--- config.mk ---
export PLATFORM = sky130hd
export DESIGN_NAME = air_quality_fan_mist_controller_unit
export DESIGN_NICKNAME = d
export VERILOG_FILES = /design/src/sv/aqfm_pkg.sv /design/src/sv/aqfm_eval.sv /design/src/sv/aqfm_state.sv /design/src/sv/air_quality_fan_mist_controller_unit.sv
export VERILOG_INCLUDE_DIRS = /design/src /design/src/sv
export SDC_FILE = /design/constraint.sdc
export NUM_CORES = 1
export LEC_CHECK = 0
export ABC_CLOCK_PERIOD_IN_PS = 5800
export BUFFER_PORTS_ARGS = -buffer_cell sky130_fd_sc_hd__buf_2
export CORE_MARGIN = 10
export CORE_UTILIZATION = 30
export DETAILED_ROUTE_END_ITERATION = 12
export PLACE_DENSITY = 0.58
export SLEW_MARGIN = 30
export SYNTH_ARGS = -nofsm -noshare
export SYNTH_HDL_FRONTEND = slang
export SYNTH_SLANG_ARGS = --single-unit
--- constraint.sdc ---
create_clock -name i_clk -period 5.8 [get_ports i_clk]
set_input_delay 0.58 -clock i_clk [delete_from_list [all_inputs] [get_ports i_clk]]
set_output_delay 0.58 -clock i_clk [all_outputs]
set_load 0.01 [all_outputs]
--- src/sv/air_quality_fan_mist_controller_unit_assert.svh ---
// Assertion macros for the air quality fan and mist controller.
// Included by the top level; depends on nothing else.
`ifndef AIR_QUALITY_FAN_MIST_CONTROLLER_UNIT_ASSERT_SVH
`define AIR_QUALITY_FAN_MIST_CONTROLLER_UNIT_ASSERT_SVH

`ifndef ASSERT_OFF
// Same-cycle implication, disabled during reset.
`define AQFM_ASSERT_NOW(lbl, clk, rst_n, ante, cons) \
    lbl: assert property (@(posedge clk) disable iff (!(rst_n)) (ante) |-> (cons)) \
        else $error("aqfm assertion failed");
// Next-cycle implication, disabled during reset.
`define AQFM_ASSERT_NEXT(lbl, clk, rst_n, ante, cons) \
    lbl: assert property (@(posedge clk) disable iff (!(rst_n)) (ante) |=> (cons)) \
        else $error("aqfm assertion failed");
`else
`define AQFM_ASSERT_NOW(lbl, clk, rst_n, ante, cons)
`define AQFM_ASSERT_NEXT(lbl, clk, rst_n, ante, cons)
`endif

`endif

--- src/sv/aqfm_pkg.sv ---
// Shared types, codes and constants of the air quality fan and mist controller.
// Used by every module of the block; depends on nothing.
package aqfm_pkg;

    // Item kinds.
    typedef enum logic [1:0] {
        KIND_EVAL     = 2'd0,
        KIND_SET_AUTO = 2'd1,
        KIND_SET_FAN  = 2'd2,
        KIND_SET_MIST = 2'd3
    } t_kind;

    // Configuration register indexes.
    typedef enum logic [2:0] {
        CFG_DUST_HIGH = 3'd0,
        CFG_DUST_MED  = 3'd1,
        CFG_GAS_HIGH  = 3'd2,
        CFG_GAS_MED   = 3'd3,
        CFG_TEMP_HIGH = 3'd4,
        CFG_HUM_LOW   = 3'd5,
        CFG_HOLD_TOP  = 3'd6,
        CFG_HOLD_MID  = 3'd7
    } t_cfg_idx;

    // Pollution levels.
    localparam logic [1:0] LVL_GREEN  = 2'd0;
    localparam logic [1:0] LVL_YELLOW = 2'd2;
    localparam logic [1:0] LVL_RED    = 2'd3;

    // Fan levels.
    localparam logic [1:0] FAN_OFF  = 2'd0;
    localparam logic [1:0] FAN_LOW  = 2'd1;
    localparam logic [1:0] FAN_MID  = 2'd2;
    localparam logic [1:0] FAN_HIGH = 2'd3;

    // Alarm beep counts.
    localparam logic [1:0] BEEP_NONE   = 2'd0;
    localparam logic [1:0] BEEP_ACK    = 2'd1;
    localparam logic [1:0] BEEP_AUTO   = 2'd2;
    localparam logic [1:0] BEEP_ALARM  = 2'd3;

    // Inverted PWM duty per fan level.
    localparam logic [7:0] DUTY_OFF  = 8'd255;
    localparam logic [7:0] DUTY_LOW  = 8'd77;
    localparam logic [7:0] DUTY_MID  = 8'd39;
    localparam logic [7:0] DUTY_HIGH = 8'd0;

    // Configuration reset values.
    localparam logic [15:0]        RST_DUST_HIGH = 16'd150;
    localparam logic [15:0]        RST_DUST_MED  = 16'd75;
    localparam logic [15:0]        RST_GAS_HIGH  = 16'd800;
    localparam logic [15:0]        RST_GAS_MED   = 16'd400;
    localparam logic signed [11:0] RST_TEMP_HIGH = 12'sd350;
    localparam logic [9:0]         RST_HUM_LOW   = 10'd600;
    localparam logic [15:0]        RST_HOLD_TOP  = 16'd30000;
    localparam logic [15:0]        RST_HOLD_MID  = 16'd20000;

    localparam logic [15:0] MS_MAX = 16'hFFFF;

    typedef struct packed {
        logic [15:0]        dust_high;
        logic [15:0]        dust_med;
        logic [15:0]        gas_high;
        logic [15:0]        gas_med;
        logic signed [11:0] temp_high;
        logic [9:0]         hum_low;
        logic [15:0]        hold_top_ms;
        logic [15:0]        hold_mid_ms;
    } t_cfg;

    typedef struct packed {
        logic [1:0]         kind;
        logic [1:0]         value;
        logic [15:0]        dust_ug;
        logic [15:0]        gas_ppm;
        logic signed [11:0] temp_tenths;
        logic [9:0]         hum_tenths;
        logic               tank_low;
        logic [15:0]        elapsed_ms;
    } t_item;

    typedef struct packed {
        logic [1:0] pollution_level;
        logic [1:0] fan_speed;
        logic       fan_relay;
        logic [7:0] fan_duty;
        logic       mist_relay;
        logic [1:0] beeps;
        logic       auto_flag;
    } t_result;

    // Duty lookup for an applied fan level.
    function automatic logic [7:0] duty_of(input logic [1:0] lvl);
        logic [7:0] d;
        case (lvl)
            FAN_OFF: d = DUTY_OFF;
            FAN_LOW: d = DUTY_LOW;
            FAN_MID: d = DUTY_MID;
            default: d = DUTY_HIGH;
        endcase
        return d;
    endfunction

endpackage

--- src/sv/aqfm_eval.sv ---
// Sensor evaluation: pollution level and automatic mist request.
// Depends on aqfm_pkg.
module aqfm_eval
    import aqfm_pkg::*;
(
    input  t_cfg               i_cfg,
    input  logic [15:0]        i_dust_ug,
    input  logic [15:0]        i_gas_ppm,
    input  logic signed [11:0] i_temp_tenths,
    input  logic [9:0]         i_hum_tenths,
    output logic [1:0]         o_level,
    output logic               o_mist_req
);

    // High thresholds win over medium ones.
    always_comb begin
        if (i_dust_ug > i_cfg.dust_high || i_gas_ppm > i_cfg.gas_high) begin
            o_level = LVL_RED;
        end else if (i_dust_ug > i_cfg.dust_med || i_gas_ppm > i_cfg.gas_med) begin
            o_level = LVL_YELLOW;
        end else begin
            o_level = LVL_GREEN;
        end
    end

    // Mist is wanted when hot, or when dry with a real (nonzero) humidity reading.
    assign o_mist_req = ($signed(i_temp_tenths) > $signed(i_cfg.temp_high)) ||
                        ((i_hum_tenths < i_cfg.hum_low) && (i_hum_tenths != 10'd0));

endmodule

--- src/sv/aqfm_state.sv ---
// Controller state and its per-word update: fan dwell, mode and mist.
// Depends on aqfm_pkg and aqfm_eval.
module aqfm_state
    import aqfm_pkg::*;
(
    input  logic    i_clk,
    input  logic    i_rst_n,
    input  logic    i_en,
    input  t_cfg    i_cfg,
    input  t_item   i_item,
    output t_result o_res
);

    logic        r_auto_on,   n_auto_on;
    logic [1:0]  r_wanted,    n_wanted;
    logic [1:0]  r_applied,   n_applied;
    logic [15:0] r_since,     n_since;
    logic [1:0]  r_last,      n_last;
    logic        r_mist,      n_mist;

    logic [1:0]  lvl;
    logic        mist_req;
    logic [16:0] since_sum;
    logic [15:0] since_sat;
    logic [1:0]  beeps;
    logic        go;

    aqfm_eval u_eval (
        .i_cfg         (i_cfg),
        .i_dust_ug     (i_item.dust_ug),
        .i_gas_ppm     (i_item.gas_ppm),
        .i_temp_tenths (i_item.temp_tenths),
        .i_hum_tenths  (i_item.hum_tenths),
        .o_level       (lvl),
        .o_mist_req    (mist_req)
    );

    // Saturating dwell counter; every word adds its elapsed time.
    assign since_sum = {1'b0, r_since} + {1'b0, i_item.elapsed_ms};
    assign since_sat = since_sum[16] ? MS_MAX : since_sum[15:0];

    // Next state for the word in the input register.
    always_comb begin
        n_auto_on = r_auto_on;
        n_wanted  = r_wanted;
        n_applied = r_applied;
        n_since   = since_sat;
        n_last    = r_last;
        n_mist    = r_mist;
        beeps     = BEEP_NONE;
        go        = 1'b0;
        unique case (t_kind'(i_item.kind))
            KIND_EVAL: begin
                n_last = lvl;
                if (r_auto_on) begin
                    n_wanted = lvl;
                    if (lvl == LVL_RED && r_last != LVL_RED) begin
                        beeps = BEEP_ALARM;
                    end
                end
                // Step up, or any manual change, at once; step down from the top two levels after the dwell.
                if (n_wanted != r_applied) begin
                    if (!r_auto_on || n_wanted > r_applied) begin
                        go = 1'b1;
                    end else if (r_applied == FAN_HIGH) begin
                        go = since_sat >= i_cfg.hold_top_ms;
                    end else if (r_applied == FAN_MID) begin
                        go = since_sat >= i_cfg.hold_mid_ms;
                    end else begin
                        go = 1'b1;
                    end
                end
                if (go) begin
                    n_applied = n_wanted;
                    n_since   = '0;
                end
                if (i_item.tank_low) begin
                    n_mist = 1'b0;
                end else if (r_auto_on) begin
                    n_mist = mist_req;
                end
            end
            KIND_SET_AUTO: begin
                n_auto_on = (i_item.value != 2'd0);
                if (n_auto_on) begin
                    beeps     = BEEP_AUTO;
                    n_wanted  = FAN_OFF;
                    n_applied = FAN_OFF;
                end else begin
                    beeps = BEEP_ACK;
                end
            end
            KIND_SET_FAN: begin
                if (!r_auto_on) begin
                    n_wanted = i_item.value;
                    beeps    = BEEP_ACK;
                end
            end
            KIND_SET_MIST: begin
                if (!r_auto_on) begin
                    n_mist = (i_item.value != 2'd0);
                    beeps  = BEEP_ACK;
                end
            end
            default: begin
                n_auto_on = r_auto_on;
            end
        endcase
    end

    // Result word reflects the state after this word.
    always_comb begin
        o_res.pollution_level = n_last;
        o_res.fan_speed       = n_applied;
        o_res.fan_relay       = (n_applied != FAN_OFF);
        o_res.fan_duty        = duty_of(n_applied);
        o_res.mist_relay      = n_mist;
        o_res.beeps           = beeps;
        o_res.auto_flag       = n_auto_on;
    end

    // State registers advance only when a word moves to the output register.
    always_ff @(posedge i_clk) begin
        if (!i_rst_n) begin
            r_auto_on <= 1'b1;
            r_wanted  <= FAN_OFF;
            r_applied <= FAN_OFF;
            r_since   <= '0;
            r_last    <= LVL_GREEN;
            r_mist    <= 1'b0;
        end else if (i_en) begin
            r_auto_on <= n_auto_on;
            r_wanted  <= n_wanted;
            r_applied <= n_applied;
            r_since   <= n_since;
            r_last    <= n_last;
            r_mist    <= n_mist;
        end
    end

endmodule

--- src/sv/air_quality_fan_mist_controller_unit.sv ---
// Top level of the air quality fan and mist controller: input register,
// configuration registers, output register and assertions.
// Depends on aqfm_pkg, aqfm_state and the assertion macro header.
//
//   channel | handshake                 | payload
//   --------+---------------------------+-------------------------------------
//   input   | i_in_valid / o_in_ready   | i_kind .. i_elapsed_ms
//   output  | o_out_valid / i_out_ready | o_pollution_level .. o_auto_flag
//   config  | i_cfg_we                  | i_cfg_index, i_cfg_data
//
// A word is held in the input register, where the state update runs, and then sits
// in the output register; one word per cycle moves through while the output does not stall.
// The rate is set by the state update, which is combinational between the two registers.
// Reset is synchronous and active low; it loads the default thresholds and state.
// While the output word is stalled the input register still takes one more word.
`include "air_quality_fan_mist_controller_unit_assert.svh"

module air_quality_fan_mist_controller_unit
    import aqfm_pkg::*;
(
    input  logic               i_clk,
    input  logic               i_rst_n,
    input  logic               i_in_valid,
    output logic               o_in_ready,
    input  logic [1:0]         i_kind,
    input  logic [1:0]         i_value,
    input  logic [15:0]        i_dust_ug,
    input  logic [15:0]        i_gas_ppm,
    input  logic signed [11:0] i_temp_tenths,
    input  logic [9:0]         i_hum_tenths,
    input  logic               i_tank_low,
    input  logic [15:0]        i_elapsed_ms,
    output logic               o_out_valid,
    input  logic               i_out_ready,
    output logic [1:0]         o_pollution_level,
    output logic [1:0]         o_fan_speed,
    output logic               o_fan_relay,
    output logic [7:0]         o_fan_duty,
    output logic               o_mist_relay,
    output logic [1:0]         o_beeps,
    output logic               o_auto_flag,
    input  logic               i_cfg_we,
    input  logic [2:0]         i_cfg_index,
    input  logic [15:0]        i_cfg_data
);

    t_cfg    r_cfg;
    t_item   r_in;
    logic    r_in_valid;
    t_result r_res;
    logic    r_out_valid;
    t_result res;
    logic    advance;

    // Configuration writes.
    always_ff @(posedge i_clk) begin
        if (!i_rst_n) begin
            r_cfg.dust_high   <= RST_DUST_HIGH;
            r_cfg.dust_med    <= RST_DUST_MED;
            r_cfg.gas_high    <= RST_GAS_HIGH;
            r_cfg.gas_med     <= RST_GAS_MED;
            r_cfg.temp_high   <= RST_TEMP_HIGH;
            r_cfg.hum_low     <= RST_HUM_LOW;
            r_cfg.hold_top_ms <= RST_HOLD_TOP;
            r_cfg.hold_mid_ms <= RST_HOLD_MID;
        end else if (i_cfg_we) begin
            unique case (t_cfg_idx'(i_cfg_index))
                CFG_DUST_HIGH: r_cfg.dust_high   <= i_cfg_data;
                CFG_DUST_MED:  r_cfg.dust_med    <= i_cfg_data;
                CFG_GAS_HIGH:  r_cfg.gas_high    <= i_cfg_data;
                CFG_GAS_MED:   r_cfg.gas_med     <= i_cfg_data;
                CFG_TEMP_HIGH: r_cfg.temp_high   <= $signed(i_cfg_data[11:0]);
                CFG_HUM_LOW:   r_cfg.hum_low     <= i_cfg_data[9:0];
                CFG_HOLD_TOP:  r_cfg.hold_top_ms <= i_cfg_data;
                CFG_HOLD_MID:  r_cfg.hold_mid_ms <= i_cfg_data;
                default:       r_cfg.dust_high   <= r_cfg.dust_high;
            endcase
        end
    end

    // The word in the input register moves on when the output register frees up.
    assign advance    = r_in_valid && (!r_out_valid || i_out_ready);
    assign o_in_ready = !r_in_valid || advance;

    // Input register.
    always_ff @(posedge i_clk) begin
        if (!i_rst_n) begin
            r_in_valid <= 1'b0;
        end else if (o_in_ready) begin
            r_in_valid <= i_in_valid;
        end
    end

    always_ff @(posedge i_clk) begin
        if (o_in_ready && i_in_valid) begin
            r_in.kind        <= i_kind;
            r_in.value       <= i_value;
            r_in.dust_ug     <= i_dust_ug;
            r_in.gas_ppm     <= i_gas_ppm;
            r_in.temp_tenths <= i_temp_tenths;
            r_in.hum_tenths  <= i_hum_tenths;
            r_in.tank_low    <= i_tank_low;
            r_in.elapsed_ms  <= i_elapsed_ms;
        end
    end

    aqfm_state u_state (
        .i_clk   (i_clk),
        .i_rst_n (i_rst_n),
        .i_en    (advance),
        .i_cfg   (r_cfg),
        .i_item  (r_in),
        .o_res   (res)
    );

    // Output register.
    always_ff @(posedge i_clk) begin
        if (!i_rst_n) begin
            r_out_valid <= 1'b0;
        end else if (advance) begin
            r_out_valid <= 1'b1;
        end else if (i_out_ready) begin
            r_out_valid <= 1'b0;
        end
    end

    always_ff @(posedge i_clk) begin
        if (advance) begin
            r_res <= res;
        end
    end

    assign o_out_valid       = r_out_valid;
    assign o_pollution_level = r_res.pollution_level;
    assign o_fan_speed       = r_res.fan_speed;
    assign o_fan_relay       = r_res.fan_relay;
    assign o_fan_duty        = r_res.fan_duty;
    assign o_mist_relay      = r_res.mist_relay;
    assign o_beeps           = r_res.beeps;
    assign o_auto_flag       = r_res.auto_flag;

    // Relay and duty of a result word agree with its fan level.
    `AQFM_ASSERT_NOW(a_fan_consistent, i_clk, i_rst_n, r_out_valid, (o_fan_relay == (o_fan_speed != FAN_OFF)) && (o_fan_duty == duty_of(o_fan_speed)))
    // The alarm only sounds in automatic mode at the red level.
    `AQFM_ASSERT_NOW(a_alarm_red, i_clk, i_rst_n, r_out_valid && (o_beeps == BEEP_ALARM), (o_pollution_level == LVL_RED) && o_auto_flag)
    // A full input register behind a stalled output word takes nothing more.
    `AQFM_ASSERT_NOW(a_no_overrun, i_clk, i_rst_n, r_in_valid && r_out_valid && !i_out_ready, !o_in_ready)
    // A word that moves on always shows up as a valid result next cycle.
    `AQFM_ASSERT_NEXT(a_advance_out, i_clk, i_rst_n, advance, r_out_valid)

endmodule

Word level (Yosys, flattened, before mapping)
Cells that the tools add are included.
{"block": "word_totals", "inputBits": 99, "out_inout_bits": 19, "register_bits": 236}
{"block": "classes", "add_sub_neg": 1, "order_cmp": 9, "muxes": 32, "n_reduce_logical": 31, "eq_ne": 19}
{"cell": "$gt A16 B16 Y1", "n": 4}
{"cell": "$mux W16", "n": 3}
{"cell": "$ge A16 B16 Y1", "n": 2}
{"cell": "$mux W2", "n": 12}
{"cell": "$pmux W8 S3", "n": 1}
{"cell": "$add A16 B16 Y17", "n": 1}
{"cell": "$reduce_and A2 Y1", "n": 8}
{"cell": "$eq A2 B2 Y1 const B", "n": 6}
{"cell": "$eq A3 B3 Y1 const B", "n": 4}
{"cell": "$gt A12 B12 Y1", "n": 1}
{"cell": "$mux W1", "n": 12}
{"cell": "$pmux W2 S3", "n": 2}
{"cell": "$lt A10 B10 Y1", "n": 1}
{"cell": "$reduce_bool A10 Y1", "n": 1}
{"cell": "$eq A3 B2 Y1 const B", "n": 2}
{"cell": "$logic_or A1 B1 Y1", "n": 6}
{"cell": "$reduce_bool A2 Y1", "n": 3}
{"cell": "$eq A2 B1 Y1 const B", "n": 2}
{"cell": "$logic_and A1 B1 Y1", "n": 4}
{"cell": "$logic_not A2 Y1", "n": 2}
{"cell": "$ne A2 B2 Y1 const B", "n": 2}
{"cell": "$pmux W2 S2", "n": 1}
{"cell": "$reduce_and A4 Y1", "n": 1}
{"cell": "$eq A3 B1 Y1 const B", "n": 1}
{"cell": "8 further kinds", "n": 10}

Depth between registers and ports, before layout
{"block": "depth", "ltp_word": 15, "depth_mapped": 21, "mapped_depth_nobuf": 18}

By module
Synthesis repeated with hierarchy kept, for this count alone.
{"block": "unflattened", "cells_unflattened": 1190, "hier_area_um2": 12419.4}
{"mod": "air_quality_fan_mist_controller_unit", "n_inst": 1, "area_each_um2": 7354.6, "cells_per_inst": 530}
{"mod": "aqfm_state", "n_inst": 1, "area_each_um2": 2886.5, "cells_per_inst": 362}
{"mod": "aqfm_eval", "n_inst": 1, "area_each_um2": 2178.3, "cells_per_inst": 298}

Worst setup path after synthesis
OpenSTA, ideal clock, no wires.
{"block": "synth_timing", "path_kind": "reg-to-reg", "from": "register r_in[0] in the netlist's numbering", "to": "register u_state.r_since[12]", "setup_ns": 0.117, "arrival_ns": 4.634, "path_slack_ns": 1.049, "path_stages_with_launch": 22, "period_less_slack_ns": 4.751, "path_cell_list": "edfxtp_1 ha_1 fa_1 a21oi_1 o21ai_1 a221oi_1 or3b_1 o211ai_2 a221oi_2 buf_2 nand2_1 ha_1 nand3_1 or4_1 o21ai_1 o2111ai_1 a211oi_2 nand2_1 and3_1 buf_2 buf_6 a22o_1"}
{"block": "synth_between", "elab_chain_len": 10}
{"item": "from (decl)", "line": "air_quality_fan_mist_controller_unit.sv:48", "source": "t_item r_in;"}
{"item": "$add A16 B16 Y17 (*)", "line": "aqfm_state.sv:39", "source": "assign since_sum = {1'b0, r_since} + {1'b0, i_item.elapsed_ms};"}
{"item": "$mux W16 (*)", "line": "aqfm_state.sv:40", "source": "assign since_sat = since_sum[16] ? MS_MAX : since_sum[15:0];"}
{"item": "$ge A16 B16 Y1", "line": "aqfm_state.sv:68", "source": "go = since_sat >= i_cfg.hold_mid_ms;"}
{"item": "$mux W1", "line": "aqfm_state.sv:67", "source": "end else if (r_applied == FAN_MID) begin"}
{"item": "$mux W1", "line": "aqfm_state.sv:65", "source": "end else if (r_applied == FAN_HIGH) begin"}
{"item": "$mux W1", "line": "aqfm_state.sv:63", "source": "if (!r_auto_on || n_wanted > r_applied) begin"}
{"item": "$mux W1", "line": "aqfm_state.sv:62", "source": "if (n_wanted != r_applied) begin"}
{"item": "$mux W1", "line": "aqfm_state.sv:52", "source": "unique case (t_kind'(i_item.kind))"}
{"item": "$mux W16", "line": "aqfm_state.sv:73", "source": "if (go) begin"}
{"item": "$mux W16 (*)", "line": "aqfm_state.sv:52"}
{"item": "to (signal assigned)", "line": "aqfm_state.sv:135", "source": "r_since <= n_since;"}
{"item": "to (decl)", "line": "aqfm_state.sv:17", "source": "logic [15:0] r_since, n_since;"}
Every way passes the cells marked *; elsewhere a longest branch is shown, timed or not. The select of a mux whose other input is x is not followed.
A chain may end at the register's enable or synchronous reset.

Final worst setup path
{"block": "layout_timing", "from": "register r_in[0] in the netlist's numbering", "to": "register u_state.r_since[1]"}
The elaborated chain is that of the path after synthesis.

==> results.txt <==
----------------------------------------------------
[STA]
  Final hold vios ... 0
  Final Setup Violations ... 0
  Maximum frequency from static timing analysis ... 0.191 GHz
  Fraction of the cycle the final worst path needs ... around nine tenths
  Number of max-slew violations in the final report ... 0
  Worst Hold Slack ... 208 ps
  Final setup TNS ... 0 ps
  Worst clock skew on the final layout ... 11.4 ps
  Setup repair after global routing missed its margin ... false
  Relative slew margins ... 41.8%
  Actual slew at the worst max-slew pin ... ~870 ps
  Fin crit period ... ~5200 ps
  Post-route worst setup slack ... 561 ps

[Floorplan]
  I/O pin total ... around 120
  Area enclosed by the die boundary ... 0.0482 mm^2
  Rows ... 73
  Std-Cell Core Area ... 0.0395 mm^2
  Height of the die ... 219 um
  Initial cell density of the core ... 30.2%
  Die Wd ... 219 um

[Synthesis]
  Library cell with the largest summed area after synthesis ... dfxtp_1
  Top cell type's share of synthesized area ... 24.1%
  Synthesized area per cell ... between 9 and 10 um^2
  Part of the Yosys area used for sequential elements ... a little under half
  Synthesized netlist net count ... ~1,500
  Primary FF master, synth ... dfxtp_1
  Warnings, synthesis ... 0
  Top-count cell post-synth ... nand2_1
  Async set-reset flop share out of synthesis ... 0%
  Synthesized netlist cell count ... 1,255
  Number of synthesized register bits ... 232
  Post-synthesis instance area ... 0.0119 mm^2
  Count of flip-flops with a built-in enable after synthesis ... 88
  Most used standard cells in the synthesized netlist ... 256 x nand2_1, 144 x dfxtp_1, 139 x ha_1
  Top post-synthesis cells by area ... dfxtp_1 24%, edfxtp_1 22%, ha_1 15%
  Number of distinct library cells after synthesis ... 64

[Place]
  Total of buffers placed on input and output ports ... 117
  Detailed-placement wirelength estimate ... 22,500 um
  Final Wtd Congestion ... approximately 0.87
  Total cell area at the placement stage ... 0.0130 mm^2
  Setup Slack @ Placement ... 609 ps

[Global routing]
  Global-route usage over all layers ... 12.4%
  Met3 Usage GRT ... 2.87%
  Antenna violations before repair ... 3
  Global routing usage on met1 ... 16.4%
  Via count of the first global-routing pass ... 8,909
  GRT overflow ... 0
  Met2 track demand over resource ... 20.4%
  Wire length of the first global-routing pass ... 48,100 um
  Largest net degree at the start of global routing ... 110
  GR peak layer ... met2

[Critical path]
  Instance count on the critical path ... 19
  CP required ... 6230 ps
  Worst-path fanout max ... 15
  Startpoint of the worst-slack reg-to-reg timing path ... r_in[0]
  Start point of the critical path ... r_in[0]
  R2R Setup Slk ... 560 ps
  Crit path DAT ... ~5700 ps
  Longest individual stage delay on the worst path ... 530 ps
  Buffers plus inverters on the worst setup path ... 1
  Worst Path Class, Setup ... reg -> reg
  Worst setup endpoint ... u_state.r_since[1]
  Family of cells with the greatest summed delay on the critical path ... compound AO/OA/AOI/OAI gates
  Crit path max-delay cell type ... or4_1
  Cells on worst reg2reg path ... 19
  End of the worst register-to-register path ... u_state.r_since[1]
  Worst Setup End Kind ... flop
  Critical Path Source Type ... flop
  Cell-by-cell listing of the critical path ... ha_1, fa_1, a21oi_1, o21ai_1, a221oi_1, or3b_1, o211ai_2, a221oi_2, buf_4, nand2_1, ha_1, nand3_1, or4_1, o21ai_1, o2111ai_1, a211oi_2, nand2_1, and3_1, a22o_1

[Clock tree]
  Clock transition time at the flip-flop clock pins of the worst setup and hold paths ... around 60 ps
  Clk buf depth ... 3
  Clk Tree Root Cell ... clkbuf_16
  Number of clock sinks ... 232
  CTS resizes ... 0
  Clock tree from TritonCTS ... yes
  Setup repair bufs after CTS ... 0
  Maximum level of the CTS H-tree ... 1
  Clock latency reported for the late side of the worst-skew pair ... about 540 ps
  Number of buffers created by CTS ... 26
  Post-CTS Hold Buffers ... 0

[Power]
  VDD IR-drop max ... a little under 200 uV
  Ratio of total power to cell area ... 286 mW/mm^2
  Leakage power total ... 5.59 nW

[Route]
  Remaining DRCs ... 0
  Initial DRC count ... around 460
  Via Count ... 8,949
  Number of optimization iterations in the first detailed-route pass ... 5
  Routed length per placed instance ... 16.1 um
  Count of antenna-violating nets left after detailed routing ... 0
  Via count normalized by instance count ... 4.71
  Final wirelength ... 30,700 um

[Run status]
  Run status ... completed

[Cells and area]
  Layout Nets ... around 1,600
  Number of antenna cells inserted ... 0
  Area growth from synthesis to layout ... 16.4%
  Area of all placed cells without fillers ... 0.0139 mm^2
  Share of post-route cells with drive strength above 1 ... 13.1%

[Flow run]
  Max-cap check violation count ... 0

[Hold path]
  Worst min-delay path category ... in -> reg

----------------------------------------------------
-- flip-flops by register name, indices dropped and copies added (netlist names), 2 cells and up --
| name | count |
|---|---|
| u_state.r_wanted | 2 |
| u_state.r_since | 16 |
| r_cfg | 118 |
| o_pollution_level | 2 |
| r_in | 75 |
| o_fan_speed | 2 |
| u_state.r_applied | 2 |
| u_state.r_last | 2 |
| o_beeps | 2 |
| o_fan_duty | 4 |
-- worst min path at each step --
stage / cells past startpoint / endpoint / slack (ps) / startpoint
5_1_grt: 1 / r_in[58] / 180 / i_dust_ug[3]
6_report: 1 / r_in[60] / 210 / i_dust_ug[5]
2_1_floorplan: 2 / u_state.r_since[0] / 430 / u_state.r_since[0]
3_5_place_dp: 2 / r_cfg[113] / 460 / r_cfg[113]
3_3_place_gp: 2 / r_cfg[101] / 450 / r_cfg[101]
4_1_cts: 1 / r_in[56] / 180 / i_dust_ug[1]
-- cells by family after synthesis --
logic type	after synthesis	share of synthesized area (%)
muxes	4	0.346
adders and majority gates	140	14.7
DFF	232	46.3
buffers and inverters	188	6.39
xor gates and xnor gates	8	0.587
and+or+nand+nor	396	14.6
AOI/OAI and AO/OA	287	17.0
-- power by group --
part	switching [W]	internal, W
clock	0.000665	0.00102
combinational	0.000290	0.000199
sequential	0.0000370	0.00176
-- metal layers --
layer / vias up / wire [um] / share of wire [%]
li1: 4586 / - / -
met1: 4178 / 14400 / 47
met2: 144 / 14200 / 46
met3: 35 / 1580 / 5.1
met4: 6 / 449 / 1.5
met5: - / 38 / 0.12
-- cell type report --
| cell class | instances | area, um^2 |
|---|---|---|
| clock buffer | 40 | 827 |
| clock inverter | 7 | 57.6 |
| fill | 4030 | 25700 |
| inverter | 134 | 503 |
| multi-input combinational | 835 | 5660 |
| sequential | 232 | 5530 |
| tap | 525 | 657 |
| timing repair buffer | 128 | 672 |
-- cells in the final DEF, fill, tap and decap left out, types with 5 or more instances in the layout --
cell / count
a211oi_1: 6
nand2b_1: 10
o21ai_1: 5
clkbuf_16: 29
nor3_1: 14
nand2_1: 256
a221oi_1: 5
nor2b_1: 12
edfxtp_1: 88
o21ai_0: 26
a2111oi_0: 5
nor2_1: 29
a21oi_1: 53
ha_1: 139
and3_1: 7
inv_1: 133
nand4_1: 16
or4_1: 7
a21o_1: 8
clkbuf_8: 6
o211ai_1: 39
clkbuf_1: 5
o21a_1: 11
dfxtp_1: 144
buf_2: 117
a21boi_0: 84
a22o_1: 15
nand3_1: 24
buf_4: 10
-- stage by stage --
stage / total power [W] / util, % / instances
after floorplan: 0.00216 / - / 1255
after global placement: 0.00232 / 32.9 / 1854
after detailed placement: 0.00233 / 32.9 / 1854
after CTS: 0.00403 / 35.1 / 1901
after global routing: 0.00416 / 35.1 / 1901
final: 0.00398 / 35.1 / 1901
No activity file was read; power rests on OpenSTA's default activity.
